## config.mk

```make
export PLATFORM = sky130hd
export DESIGN_NAME = gb3_blur_lane
export DESIGN_NICKNAME = d
export VERILOG_FILES = /design/src/design/gb3_pkg.sv /design/src/design/gb3_blur_lane.sv
export SDC_FILE = /design/constraint.sdc
export NUM_CORES = 1
export LEC_CHECK = 0
export BUFFER_PORTS_ARGS = -buffer_cell sky130_fd_sc_hd__buf_4
export CAP_MARGIN = 20
export CORE_ASPECT_RATIO = 0.75
export CORE_MARGIN = 10
export CORE_UTILIZATION = 55
export DETAILED_ROUTE_END_ITERATION = 10
export PLACE_DENSITY_LB_ADDON = 0.25
export RECOVER_POWER = 25
export SLEW_MARGIN = 20
export SYNTH_ARGS = -nofsm -noshare
export SYNTH_HDL_FRONTEND = slang
export SYNTH_SLANG_ARGS = --single-unit
```

## constraint.sdc

```tcl
create_clock -name clk_i -period 4.3 [get_ports clk_i]
set_clock_uncertainty 0.15 [all_clocks]
set_input_delay 0.645 -clock clk_i [delete_from_list [all_inputs] [get_ports clk_i]]
set_output_delay 0.645 -clock clk_i [all_outputs]
set_load 0.05 [all_outputs]
```

## src/design/gb3_pkg.sv

```systemverilog
// ----------------------------------------------------------------------------
// gb3_pkg
// Shared types and constants of the 3x3 Gaussian blur stream unit.
// ----------------------------------------------------------------------------
package gb3_pkg;

  localparam int PixW          = 8;
  localparam int SumW          = 10;
  localparam int WeightW       = 9;
  localparam int ProdW         = WeightW + SumW;
  localparam int AccW          = 20;
  localparam int AccShift      = 8;
  localparam int FrameWidthW   = 11;
  localparam int FrameHeightW  = 13;
  localparam int CfgIdxW       = 3;
  localparam int CfgDataW      = 13;
  localparam int WeightOne     = 256;

  localparam int DefMaxWidth   = 1024;
  localparam int DefMaxHeight  = 4096;
  localparam int RstFrameWidth  = 1024;
  localparam int RstFrameHeight = 1024;
  localparam int RstWeightCenter = 256;
  localparam int RstWeightEdge   = 0;
  localparam int RstWeightCorner = 0;

  localparam int ResFifoDepth  = 8;
  localparam int ResPtrW       = 3;
  localparam int ResCntW       = 4;

  typedef enum logic [CfgIdxW-1:0] {
    CfgFrameWidth   = 3'd0,
    CfgFrameHeight  = 3'd1,
    CfgWeightCenter = 3'd2,
    CfgWeightEdge   = 3'd3,
    CfgWeightCorner = 3'd4
  } cfg_reg_e;

  typedef struct packed {
    logic [WeightW-1:0] center;
    logic [WeightW-1:0] edge_w;
    logic [WeightW-1:0] corner;
  } gb3_weights_t;

  typedef struct packed {
    logic [PixW-1:0] center;
    logic [SumW-1:0] edge_sum;
    logic [SumW-1:0] corner_sum;
    logic            last;
    logic            eof;
  } gb3_job_t;

  typedef struct packed {
    logic [PixW-1:0] pixel;
    logic            last;
    logic            eof;
  } gb3_res_t;

endpackage

```

## src/design/gb3_blur_lane.sv

```systemverilog
// ----------------------------------------------------------------------------
// gb3_blur_lane
// Weighted sum of one 3x3 neighborhood: registered products, then
// sum, shift by 8 and saturation.
// ----------------------------------------------------------------------------
module gb3_blur_lane
  import gb3_pkg::*;
(
  input  logic         clk_i,
  input  logic         rst_ni,
  input  logic         valid_i,
  input  gb3_job_t     job_i,
  input  gb3_weights_t weights_i,
  output logic         valid_o,
  output gb3_res_t     res_o
);

  logic             valid_q;
  logic [ProdW-1:0] prod_c_q, prod_e_q, prod_k_q;
  logic             last_q, eof_q;
  logic [AccW-1:0]  acc;
  logic [AccW-AccShift-1:0] acc_sh;

  always_ff @(posedge clk_i or negedge rst_ni) begin
    if (!rst_ni) begin
      valid_q <= 1'b0;
    end else begin
      valid_q <= valid_i;
    end
  end

  always_ff @(posedge clk_i) begin
    if (valid_i) begin
      prod_c_q <= ProdW'(weights_i.center) * ProdW'(job_i.center);
      prod_e_q <= ProdW'(weights_i.edge_w) * ProdW'(job_i.edge_sum);
      prod_k_q <= ProdW'(weights_i.corner) * ProdW'(job_i.corner_sum);
      last_q   <= job_i.last;
      eof_q    <= job_i.eof;
    end
  end

  always_comb begin
    acc    = AccW'(prod_c_q) + AccW'(prod_e_q) + AccW'(prod_k_q);
    acc_sh = acc[AccW-1:AccShift];
    res_o.pixel = (|acc_sh[AccW-AccShift-1:PixW]) ? {PixW{1'b1}} : acc_sh[PixW-1:0];
    res_o.last  = last_q;
    res_o.eof   = eof_q;
  end

  assign valid_o = valid_q;

endmodule

```

---- Yosys cells after proc, flatten, opt, wreduce, memory -nomap -nowiden ----
Index checks and enable logic that the tools add are counted.
storage, ports and cells
  output and inout port bits .............. 11
  register bits after elaboration ......... 58
operators by class
  $mul .................................... 3
  multiplexer cells ....................... 1
  reductions and logical operators ........ 1
  $add $sub $neg .......................... 2
operators with widths
  operator                                       number
  9-bit by 10-bit multiplier with 19-bit output  2
  17-bit by 19-bit adder with 20-bit output      1
  20-bit by 19-bit adder with 20-bit output      1
  9-bit by 8-bit multiplier with 17-bit output   1
  8-bit two-way mux                              1
  4-bit OR reduction                             1

---- Logic depth before layout (Yosys ltp) ----
  word-level depth ........................ 4
  mapped depth ............................ 19
  gate-level depth less buffers ........... 18

---- Worst setup path before layout ----
OpenSTA, ideal clock, no wires.
  kind .................................... input port to flip-flop
  start point ............................. input weights_i[9] (netlist name)
  end point ............................... register prod_e_q[17], data pin
  required time ........................... 3,892 ps
  slack ................................... -638 ps
  arrival ................................. 4,531 ps
  stages on the path ...................... 17
  path through ............................ clkbuf_1 > nand2_1 > fa_1 > inv_1 > fa_1 > inv_1 > fa_1 > fa_1 > inv_1 > ha_1 > o21a_1 > a21oi_1 > o21ai_1 > a211o_1 > a31o_2 > a21oi_1 > xnor2_1
on the way
  longest elaborated chain between the ends .. 1
ends and longest elaborated chain
  what                                           line                 RTL
  from (decl)                                    gb3_blur_lane.sv:13  input gb3_weights_t weights_i,
  9-bit by 10-bit multiplier with 19-bit output  gb3_blur_lane.sv:35  prod_e_q <= ProdW'(weights_i.edge_w) * ProdW'(job_i.edge_sum);
  to (signal assigned)                           gb3_blur_lane.sv:35
  to (decl)                                      gb3_blur_lane.sv:19  logic [ProdW-1:0] prod_c_q, prod_e_q, prod_k_q;
No other way between the ends.
A chain may end at the register's enable or synchronous reset.

---- Final worst setup path ----
  start point ............................. input weights_i[8] (netlist name)
  end point ............................... register prod_k_q[16], data pin
on the way
  longest elaborated chain between the ends .. 1
ends and longest elaborated chain
  what                                           line                 RTL
  9-bit by 10-bit multiplier with 19-bit output  gb3_blur_lane.sv:36  prod_k_q <= ProdW'(weights_i.corner) * ProdW'(job_i.corner_sum);
  to (signal assigned)                           gb3_blur_lane.sv:36
  to (decl)                                      gb3_blur_lane.sv:19
No other way between the ends.

==> impl_metrics.csv <==
group,metric,value,unit
timing,rsz0062_at_grt,"yes",
placement,dp_hpwl,19570,um
timing,clock.fmax,225.3,MHz
run_status,status,"finished with violations",
finish,most-common-layout-cells,"inv_1, buf_4, and2_1",
worst_setup_path,start_kind,"primary input",
detailed_routing,met2WireLength,12330,um
yosys,synth_top_area_cell,"fa_1",
finish,final_nets,1690,
worst_hold_path,hp-class,"primary input to flop",
detailed_routing,top_layer,"met4",
yosys,synth_top_area_share,31.87,%
power_and_ir_drop,report.power.total,9540,uW
detailed_routing,drc,0,
yosys,yosysUniqueCellTypes,50,
finish,layout.cells.most_common,"inv_1",
global_routing,grt_overflow,0,
worst_setup_path,worstPathRequired,4.22,ns
finish,antenna_cells,0,
cts,cts_root_buffer,"clkbuf_16",
timing,period_share,103.2,%
floorplan,coreArea,0.01932,mm2
worst_hold_path,min_to,"eof_q",
worst_setup_path,path_class,"primary input to flop",
job,maxCapViolCount,1,
placement,io_buffers,70,
timing,slew_headroom,-113.0,%
yosys,synth_edf_count,57,
finish,n_fill_cell,1382,
global_routing,grt_pass1_wl,42310,um
yosys,syn_nets,1468,
timing,hold_violations,0,
yosys,ys_ff_latch,58,
detailed_routing,wl,24430,um
detailed_routing,wl_met3,942,um
yosys,synth_ff_type,"edfxtp_1",
yosys,yosys-top-cells-area,"fa_1, edfxtp_1, ha_1, and2_1, inv_1",
timing,min_period,4.438,ns
power_and_ir_drop,power.density,680.2,mW/mm2
detailed_routing,vias,8222,
placement,dpl_worst_slack,-0.5629,ns
power_and_ir_drop,vdd_drop_max,0.0005380,V
timing,fin_tns_setup,-0.6423,ns
floorplan,fp.dieW,181.8,um
placement,place_congestion,0.8679,
cts,path_clk_slew,0.06,ns
timing,setup_viol_count_final,11,
worst_hold_path,holdCritStartpoint,"job_i[0]",
detailed_routing,wirelength_met1,10960,um
floorplan,initial_core_util,55.91,%
timing,worstMarginPinSlew,3.195,ns
global_routing,grt_pass1_vias,8930,
finish,seqCellArea,0.001737,mm2
yosys,ys_warn_count,0,
detailed_routing,vias_per_cell,5.201,
yosys,syn_avg_cell_area,9.812,um2
worst_setup_path,worstPathArrival,4.36,ns
global_routing,antenna_found_initial,0,
timing,drv_slew,59,
run_status,violations,"capacitance limit, slew limit, setup timing",
global_routing,grt.total_usage,19.51,%
cts,cts_tree,"done",
finish,fin_area,0.01403,mm2
finish,multiInputGateArea,0.008872,mm2
worst_setup_path,end_kind,"flop",
placement,placed_area,0.01284,mm2
timing,fin_ws,-0.1380,ns
floorplan,die_y,141.4,um
floorplan,rows,44,
cts,cts.sinks,58,
cts,clockBufferDepth,2,
power_and_ir_drop,leakagePower,0.006857,uW
yosys,netlist_area,0.01080,mm2
yosys,seq_area_frac_synth,16.08,%
detailed_routing,postRouteAntennaNets,0,
worst_hold_path,hold_depth,1,
finish,syn_to_final_growth,29.84,%
floorplan,dieArea,0.02571,mm2
detailed_routing,drt_pre_antenna_iters,5,
finish,drive_gt1_share,28.39,%
yosys,async_reset_ff_share,1.724,%
global_routing,grt_max_degree,59,
cts,htree_levels,3,
finish,finish.utilization,72.58,%
worst_setup_path,cp_max_fo,5,
detailed_routing,drt_iter0_drc,442,
cts,cts_buffers,9,
detailed_routing,wire_per_inst,15.45,um
floorplan,io_pins,71,
yosys,synthCells,1101,
[cell usage after synthesis, types with 3 or more instances]
cell type,instances
edfxtp_1,57
or3_1,4
nand2_1,99
a31oi_1,3
ha_1,135
and2_1,179
a31o_2,3
a21o_1,9
o21ai_1,3
inv_1,223
a211o_1,3
nor3_1,9
clkbuf_1,7
nand3_1,19
and3_1,7
or4_1,4
xor2_1,11
o21bai_1,3
xnor2_1,31
nor2b_1,3
a211oi_1,10
o21a_1,8
o311ai_0,3
o211ai_1,7
o21ai_0,14
a21oi_1,31
fa_1,172
nor2_1,19
[critical path: stages]
cell,delay [ns]
buf_4,0.13
and2_1,0.17
fa_1,0.58
fa_1,0.46
fa_1,0.50
inv_1,0.05
fa_1,0.49
inv_2,0.05
ha_4,0.25
buf_4,0.10
buf_4,0.10
o211ai_1,0.14
a21oi_2,0.23
o31ai_2,0.07
buf_4,0.16
buf_6,0.11
xnor2_2,0.11
[through the flow]
stage                     hold slack, ns  std cells
after floorplan                   0.1994       1101
after global placement            0.2707       1547
after detailed placement          0.2714       1547
after CTS                         0.3375       1578
after global routing              0.3566       1581
final                             0.3669       1581
[registers in the layout, summed over array words and instances, names as in the netlist]
name,flops
prod_e_q,19
prod_k_q,19
prod_c_q,17
eof_q,1
last_q,1
valid_o,1
[cell families (layout without fill, tap and decap cells)]
family,count (synthesis),after routing,synth area share [%]
muxes,1,1,0.09266
buffers and inverters,232,459,8.131
AOI/OAI and AO/OA,111,111,7.447
xor gates and xnor gates,42,42,3.405
adders and majority gates,307,307,47.51
DFF,58,58,16.08
and+or+nand+nor,350,350,17.34
[layer usage]
layer	track usage, %	up-vias
li1	-	3954
met1	26.29	4081
met2	33.60	169
met3	2.770	18
met4	2.392	0
met5	0	-
[how the worst max path moves through the flow]
stage	startpoint	end	slack [ns]	cells past startpoint
final	weights_i[8]	prod_k_q[16]	-0.14	17
after global routing	job_i[9]	prod_k_q[16]	-0.27	18
after CTS	job_i[9]	prod_k_q[18]	-0.17	18
after detailed placement	weights_i[5]	prod_k_q[17]	-0.56	16
after global placement	job_i[26]	prod_c_q[15]	-0.52	15
after floorplan	weights_i[9]	prod_e_q[17]	-0.29	17
[repair_timing]
item | CTS | global route
pin swaps | 71 | 50
endpoints found under the hold margin | 1 | 0
gates resized for setup | 122 | 66
setup buffers | 13 | 3
setup endpoints to repair | 14 | 27
hold buffers | 1 | 0
cloned | 1 | 0
[where the power goes]
group	internal (uW)	switching, uW
clock	449	259
sequential	1040	131
combinational	3710	3960
total	5190	4350
[cell type report]
cell class	instances	share of cell area [%]
Timing Repair Buffer	220	14.02
Multi-Input combinational cell	811	63.26
Sequential cell	58	12.38
Inverter	223	5.968
Tap cell	253	2.257
Clock inverter	6	0.4817
Clock buffer	10	1.632
Note: power is estimated with default switching activity, not from simulation.
