--- src/design/gb3_pkg.sv ---
// ----------------------------------------------------------------------------
// gb3_pkg
// Shared types and constants of the 3x3 Gaussian blur stream unit.
// ----------------------------------------------------------------------------
package gb3_pkg;

  localparam int PixW          = 8;
  localparam int SumW          = 10;
  localparam int WeightW       = 9;
  localparam int ProdW         = WeightW + SumW;
  localparam int AccW          = 20;
  localparam int AccShift      = 8;
  localparam int FrameWidthW   = 11;
  localparam int FrameHeightW  = 13;
  localparam int CfgIdxW       = 3;
  localparam int CfgDataW      = 13;
  localparam int WeightOne     = 256;

  localparam int DefMaxWidth   = 1024;
  localparam int DefMaxHeight  = 4096;
  localparam int RstFrameWidth  = 1024;
  localparam int RstFrameHeight = 1024;
  localparam int RstWeightCenter = 256;
  localparam int RstWeightEdge   = 0;
  localparam int RstWeightCorner = 0;

  localparam int ResFifoDepth  = 8;
  localparam int ResPtrW       = 3;
  localparam int ResCntW       = 4;

  typedef enum logic [CfgIdxW-1:0] {
    CfgFrameWidth   = 3'd0,
    CfgFrameHeight  = 3'd1,
    CfgWeightCenter = 3'd2,
    CfgWeightEdge   = 3'd3,
    CfgWeightCorner = 3'd4
  } cfg_reg_e;

  typedef struct packed {
    logic [WeightW-1:0] center;
    logic [WeightW-1:0] edge_w;
    logic [WeightW-1:0] corner;
  } gb3_weights_t;

  typedef struct packed {
    logic [PixW-1:0] center;
    logic [SumW-1:0] edge_sum;
    logic [SumW-1:0] corner_sum;
    logic            last;
    logic            eof;
  } gb3_job_t;

  typedef struct packed {
    logic [PixW-1:0] pixel;
    logic            last;
    logic            eof;
  } gb3_res_t;

endpackage

--- src/design/gb3_res_fifo.sv ---
// ----------------------------------------------------------------------------
// gb3_res_fifo
// Result queue: takes up to two results per cycle, hands out one per cycle while ready_i is high.
// ----------------------------------------------------------------------------
module gb3_res_fifo
  import gb3_pkg::*;
(
  input  logic     clk_i,
  input  logic     rst_ni,
  input  logic     push_a_i,
  input  gb3_res_t res_a_i,
  input  logic     push_b_i,
  input  gb3_res_t res_b_i,
  output logic     valid_o,
  output gb3_res_t res_o,
  input  logic     ready_i
);

  gb3_res_t           entry_q [ResFifoDepth];
  logic [ResPtrW-1:0] wr_ptr_q, wr_ptr_d, rd_ptr_q, rd_ptr_d, addr_b;
  logic [ResCntW-1:0] cnt_q, cnt_d;
  logic               pop;

  assign pop    = valid_o && ready_i;
  assign addr_b = push_a_i ? ResPtrW'(wr_ptr_q + 1'b1) : wr_ptr_q;

  always_comb begin
    wr_ptr_d = wr_ptr_q + ResPtrW'(push_a_i) + ResPtrW'(push_b_i);
    rd_ptr_d = rd_ptr_q + ResPtrW'(pop);
    cnt_d    = cnt_q + ResCntW'(push_a_i) + ResCntW'(push_b_i) - ResCntW'(pop);
  end

  always_ff @(posedge clk_i or negedge rst_ni) begin
    if (!rst_ni) begin
      wr_ptr_q <= '0;
      rd_ptr_q <= '0;
      cnt_q    <= '0;
    end else begin
      wr_ptr_q <= wr_ptr_d;
      rd_ptr_q <= rd_ptr_d;
      cnt_q    <= cnt_d;
    end
  end

  always_ff @(posedge clk_i) begin
    if (push_a_i) begin
      entry_q[wr_ptr_q] <= res_a_i;
    end
    if (push_b_i) begin
      entry_q[addr_b] <= res_b_i;
    end
  end

  assign valid_o = (cnt_q != '0);
  assign res_o   = entry_q[rd_ptr_q];

endmodule

--- config.mk ---
export PLATFORM = sky130hd
export DESIGN_NAME = gb3_res_fifo
export DESIGN_NICKNAME = d
export VERILOG_FILES = /design/src/design/gb3_pkg.sv /design/src/design/gb3_res_fifo.sv
export SDC_FILE = /design/constraint.sdc
export NUM_CORES = 1
export LEC_CHECK = 0
export ABC_CLOCK_PERIOD_IN_PS = 2200
export BUFFER_PORTS_ARGS = -buffer_cell sky130_fd_sc_hd__buf_2
export CAP_MARGIN = 0
export CORE_MARGIN = 3
export CORE_UTILIZATION = 55
export DETAILED_ROUTE_END_ITERATION = 10
export GPL_TIMING_DRIVEN = 0
export PLACE_DENSITY = 0.74
export SLEW_MARGIN = 15
export SYNTH_ARGS = -nofsm -noshare
export SYNTH_HDL_FRONTEND = slang
export SYNTH_SLANG_ARGS = --single-unit
--- constraint.sdc ---
create_clock -name clk_i -period 2.2 [get_ports clk_i]
set_clock_uncertainty 0.15 [all_clocks]
set_input_delay 0.22 -clock clk_i [delete_from_list [all_inputs] [get_ports clk_i]]
set_output_delay 0.22 -clock clk_i [all_outputs]
set_load 0.1 [all_outputs]
* After elaboration in Yosys (flattened, before gate mapping)
Memories as Yosys holds them, arrays and structs flattened.
Index checks and enable logic that the tools add are counted.
** Storage, ports and cells
- Latch bits :: 0
- ROM bits :: 0
- Input bits :: 25
- Output and inout port bits :: 11
- Memories :: 1
- Memory bits (writable) :: 80
- Logic and storage cells :: 18
- Flip-flop bits (word level) :: 10
** Operators by class
- Bitwise operators :: 0
- Multipliers :: 0
- Div/mod/pow operators :: 0
- Eq/ne operators :: 0
- Order comparisons :: 0
- Shifts and indexed selects :: 0
- Multiplexer cells :: 5
- Add/sub/neg operators :: 7
- Reduce and logical (&&, ||, !) cells :: 2
** Memory list
- entry_q :: words 8, width 10, rd ports 1, clocked after Yosys merged registers in 0, wr ports 2, line gb3_res_fifo.sv:19 : gb3_res_t entry_q [ResFifoDepth];
** Operator list (count)
- adder 3 x 1 -> 3 bit :: 3
- adder 4 x 1 -> 4 bit :: 2
- 2-to-1 mux 1 bit :: 4
- nonzero test 4 bit :: 1
- subtractor 4 x 1 -> 4 bit :: 1
- adder 3 x 1 -> 3 bit (second input constant) :: 1
- 2-to-1 mux 3 bit :: 1
- logical AND 1 bit :: 1

* Depth between registers and ports, before layout
- Depth after elaboration :: 3
- Depth in mapped cells :: 10
- Mapped depth without buffers :: 10

* Least setup slack after synthesis
Ideal clock, no wire load.
- Path type :: reg2reg
- Start point :: reg cnt_q[2]
- End point :: reg cnt_q[2]
- Stages on the path, launching flop included :: 9
- Setup time :: 123 ps
- Path buffers :: 0
- Period minus slack after synthesis :: 3245 ps
- Required time :: 1927 ps
- Setup slack :: -1045 ps
- Data arrival time :: 2972 ps
- Path through :: dfrtp_1 inv_1 ha_1 nand3_1 and2_1 ha_1 fa_1 fa_1 xnor2_1
** Between the ends
- Longest elaborated chain between the ends :: 3
** Ends and longest elaborated chain
- start: declaration :: line gb3_res_fifo.sv:21 : logic [ResCntW-1:0] cnt_q, cnt_d;
- start signal: assignment :: line gb3_res_fifo.sv:41 : cnt_q <= cnt_d;
- nonzero test 4 bit :: line gb3_res_fifo.sv:54 : assign valid_o = (cnt_q != '0);
- named net valid_o :: line gb3_res_fifo.sv:14 : output logic valid_o,
- logical AND 1 bit :: line gb3_res_fifo.sv:24 : assign pop = valid_o && ready_i;
- subtractor 4 x 1 -> 4 bit :: line gb3_res_fifo.sv:30 : cnt_d = cnt_q + ResCntW'(push_a_i) + ResCntW'(push_b_i) - ResCntW'(pop);
- named net cnt_d[2] :: line gb3_res_fifo.sv:21
The timed path passes the listed nets, and every way through them passes these cells.

==> results.tsv <==
metric	value	unit
row_count	33	
gp_congestion	0.808	
root_buffer	clkbuf_8	
max_freq	428	MHz
post-route-min-period	2.34	ns
start_util	57.9	%
drive_gt1_share	63.7	%
gr-usage-met3	4.66	%
syn_nets	323	
grt_pass1_vias	2967	
finalMaxSlewViolations	0	
synth_seq_area_share	54.6	%
synth_top_area_share	49.5	%
area_growth	23.7	%
clockBufferDepth	2	
hp-class	in -> async	
antenna_found_initial	0	
final_area	6010	um^2
clk_pin_slew	0.08	ns
use_met1	30.0	%
busiest_layer	met2	
overflow	0	
layout.cells.most_common	edfxtp_1	
nets	389	
crit_arrival	1.97	ns
synth_top_family_by_area	multiplexers	
fin_crit_sh	106	%
drt_iter0_drc	162	
ys_ff_latch	90	
status	complete, but fails checks	
synthSimpleGateAreaFrac	3.38	%
die_x	100	um
synth-warning-count	0	
synthAdderAreaFrac	3.30	%
diodes	0	
clk_latency	0.35	ns
rsz0062_at_grt	yes	
place_area	5240	um^2
port_buffers	35	
max-cap-violations	0	
pin_count	36	
path_class	reg -> out	
cts_sinks	90	
ctsHtreeMaxLevel	3	
die_y	100	um
synth_compound_area_share	2.16	%
finalCoreUtilization	71.7	%
yosys.area.top_type	edfxtp_1	
cp.required	1.83	ns
syn_inst	287	
cp_max_fo	10	
grt_pass1_wl	16600	um
via_count	2786	
tritoncts	built	
track_usage	22.9	%
coreArea	8380	um^2
grt_use_met2	38.9	%
synthMuxAreaShare	32.0	%
place_hpwl	6540	um
timing.slew.headroom	48.5	%
grt_max_degree	16	
drtAntennaViolNets	0	
drc	0	
avgSynthCellArea	16.9	um^2
hold_viol	0	
worstMarginPinSlew	0.773	ns
mostFrequentLayoutCells	80 x edfxtp_1, 59 x mux2_2, 31 x mux2_4, 25 x buf_2, 20 x mux4_2	
cp-end-kind	output pin	
crit_path_start_kind	flop	
synth_xor_xnor_area_share	1.06	%
violations	setup timing	
die-area	9990	um^2
setup_viol	10	
synth.distinct_cells	37	
synth_area	4860	um^2
final.setup.worst_slack	-0.138	ns
r2r_slack	0.01	ns
wl_per_cell	24.2	um
first_pass_iters	4	
numCtsBuffers	9	
synth_area_leaders	edfxtp_1 49%, mux2_2 16%, mux4_2 9.3%	
routed_wl	11200	um
post_drt_via_cell_ratio	6.02	
## stage by stage
step / cells / TNS (ns) / setup WS (ns) / hold slack, ns
finish: 463 / -1.21 / -0.138 / 0.0922
global route: 463 / -1.96 / -0.206 / 0.0792
CTS: 454 / -1.38 / -0.171 / 0.0913
detailed placement: 429 / -18.14 / -0.422 / -0.0598
global placement: 427 / -40.72 / -0.671 / -0.0541
floorplan: 287 / -0.641 / -0.305 / -0.226
## cell families (layout without fill, tap and decap cells)
| kind of cell | count (synthesis) | count (layout) |
|---|---|---|
| multiplexers | 111 | 111 |
| XOR/XNOR | 5 | 5 |
| AND/OR/NAND/NOR | 27 | 27 |
| AO/OA/AOI/OAI | 14 | 18 |
| buffers and inverters | 29 | 96 |
| adder cells (fa/ha/maj) | 11 | 11 |
| flip-flops | 90 | 90 |
## routing by layer
layer	share of wire [%]	up-vias
li1	-	1267
met1	41	1433
met2	52	77
met3	5.9	9
met4	0.99	0
met5	0	-
## registers in the layout, summed over array words and instances, names as in the netlist
name,cells
cnt_q,4
entry_q,80
rd_ptr_q,3
wr_ptr_q,3
## layout make-up
| cell class | instances | area, um^2 |
|---|---|---|
| Multi-Input combinational cell | 172 | 2380 |
| Fill cell | 530 | 2380 |
| Clock buffer | 11 | 131 |
| Buffer | 15 | 185 |
| Inverter | 13 | 48.8 |
| Timing Repair Buffer | 52 | 415 |
| Tap cell | 105 | 131 |
| Sequential cell | 90 | 2660 |
| Clock inverter | 5 | 62.6 |
## synthesized netlist by cell type
| cell | count |
|---|---|
| mux2_2 | 69 |
| nand2b_1 | 4 |
| ha_1 | 8 |
| or3b_1 | 1 |
| mux2i_1 | 1 |
| or2_1 | 1 |
| or2_4 | 1 |
| o22ai_1 | 1 |
| mux4_2 | 20 |
| nand3b_1 | 1 |
| nor2b_1 | 1 |
| dfrtp_1 | 10 |
| fa_1 | 3 |
| xor2_1 | 3 |
| xnor2_2 | 1 |
| mux2_4 | 21 |
| nand4b_1 | 1 |
| nor2_1 | 1 |
| clkbuf_1 | 3 |
| inv_1 | 13 |
| and2_1 | 2 |
| nand4bb_1 | 1 |
| nor2b_2 | 1 |
| buf_6 | 6 |
| a21oi_1 | 1 |
| buf_4 | 3 |
| xnor2_1 | 1 |
| nand2_1 | 7 |
| o211ai_2 | 2 |
| nand2_2 | 4 |
| nand3_1 | 1 |
| buf_2 | 4 |
| edfxtp_1 | 80 |
| a21o_1 | 1 |
| o21ai_0 | 6 |
| o32ai_2 | 1 |
| o21bai_1 | 2 |
## critical path, stage by stage, from the launching register on
cell     delay (ns)
dfrtp_2        0.43
buf_12         0.17
mux4_2         0.52
mux2_2         0.29
buf_6          0.19
## timing repair
action	4_1_cts	5_1_grt
gates resized for setup	67	32
endpoints found under the setup margin	111	103
cloned	2	4
hold endpoints to repair	10	0
setup buffers	6	6
pin swaps	6	4
hold buffers	1	0
## path summary, 6_finish.rpt
path	from	endpoint	depth (start not counted)
setup / recovery	rd_ptr_q[0]$_DFF_PN0_	res_o[9]	4
hold reg to reg	rd_ptr_q[1]$_DFF_PN0_	rd_ptr_q[1]$_DFF_PN0_	1
max in group asynchronous	rst_ni	rd_ptr_q[0]$_DFF_PN0_	2
min in group clk_i	ready_i	rd_ptr_q[0]$_DFF_PN0_	3
hold / removal	rst_ni	wr_ptr_q[2]$_DFF_PN0_	2
setup reg to reg	cnt_q[2]$_DFF_PN0_	cnt_q[1]$_DFF_PN0_	8
Power is left out: the tool's default activity adds up to more than one toggle a clock period on the data nets, which glitch-free logic cannot reach.
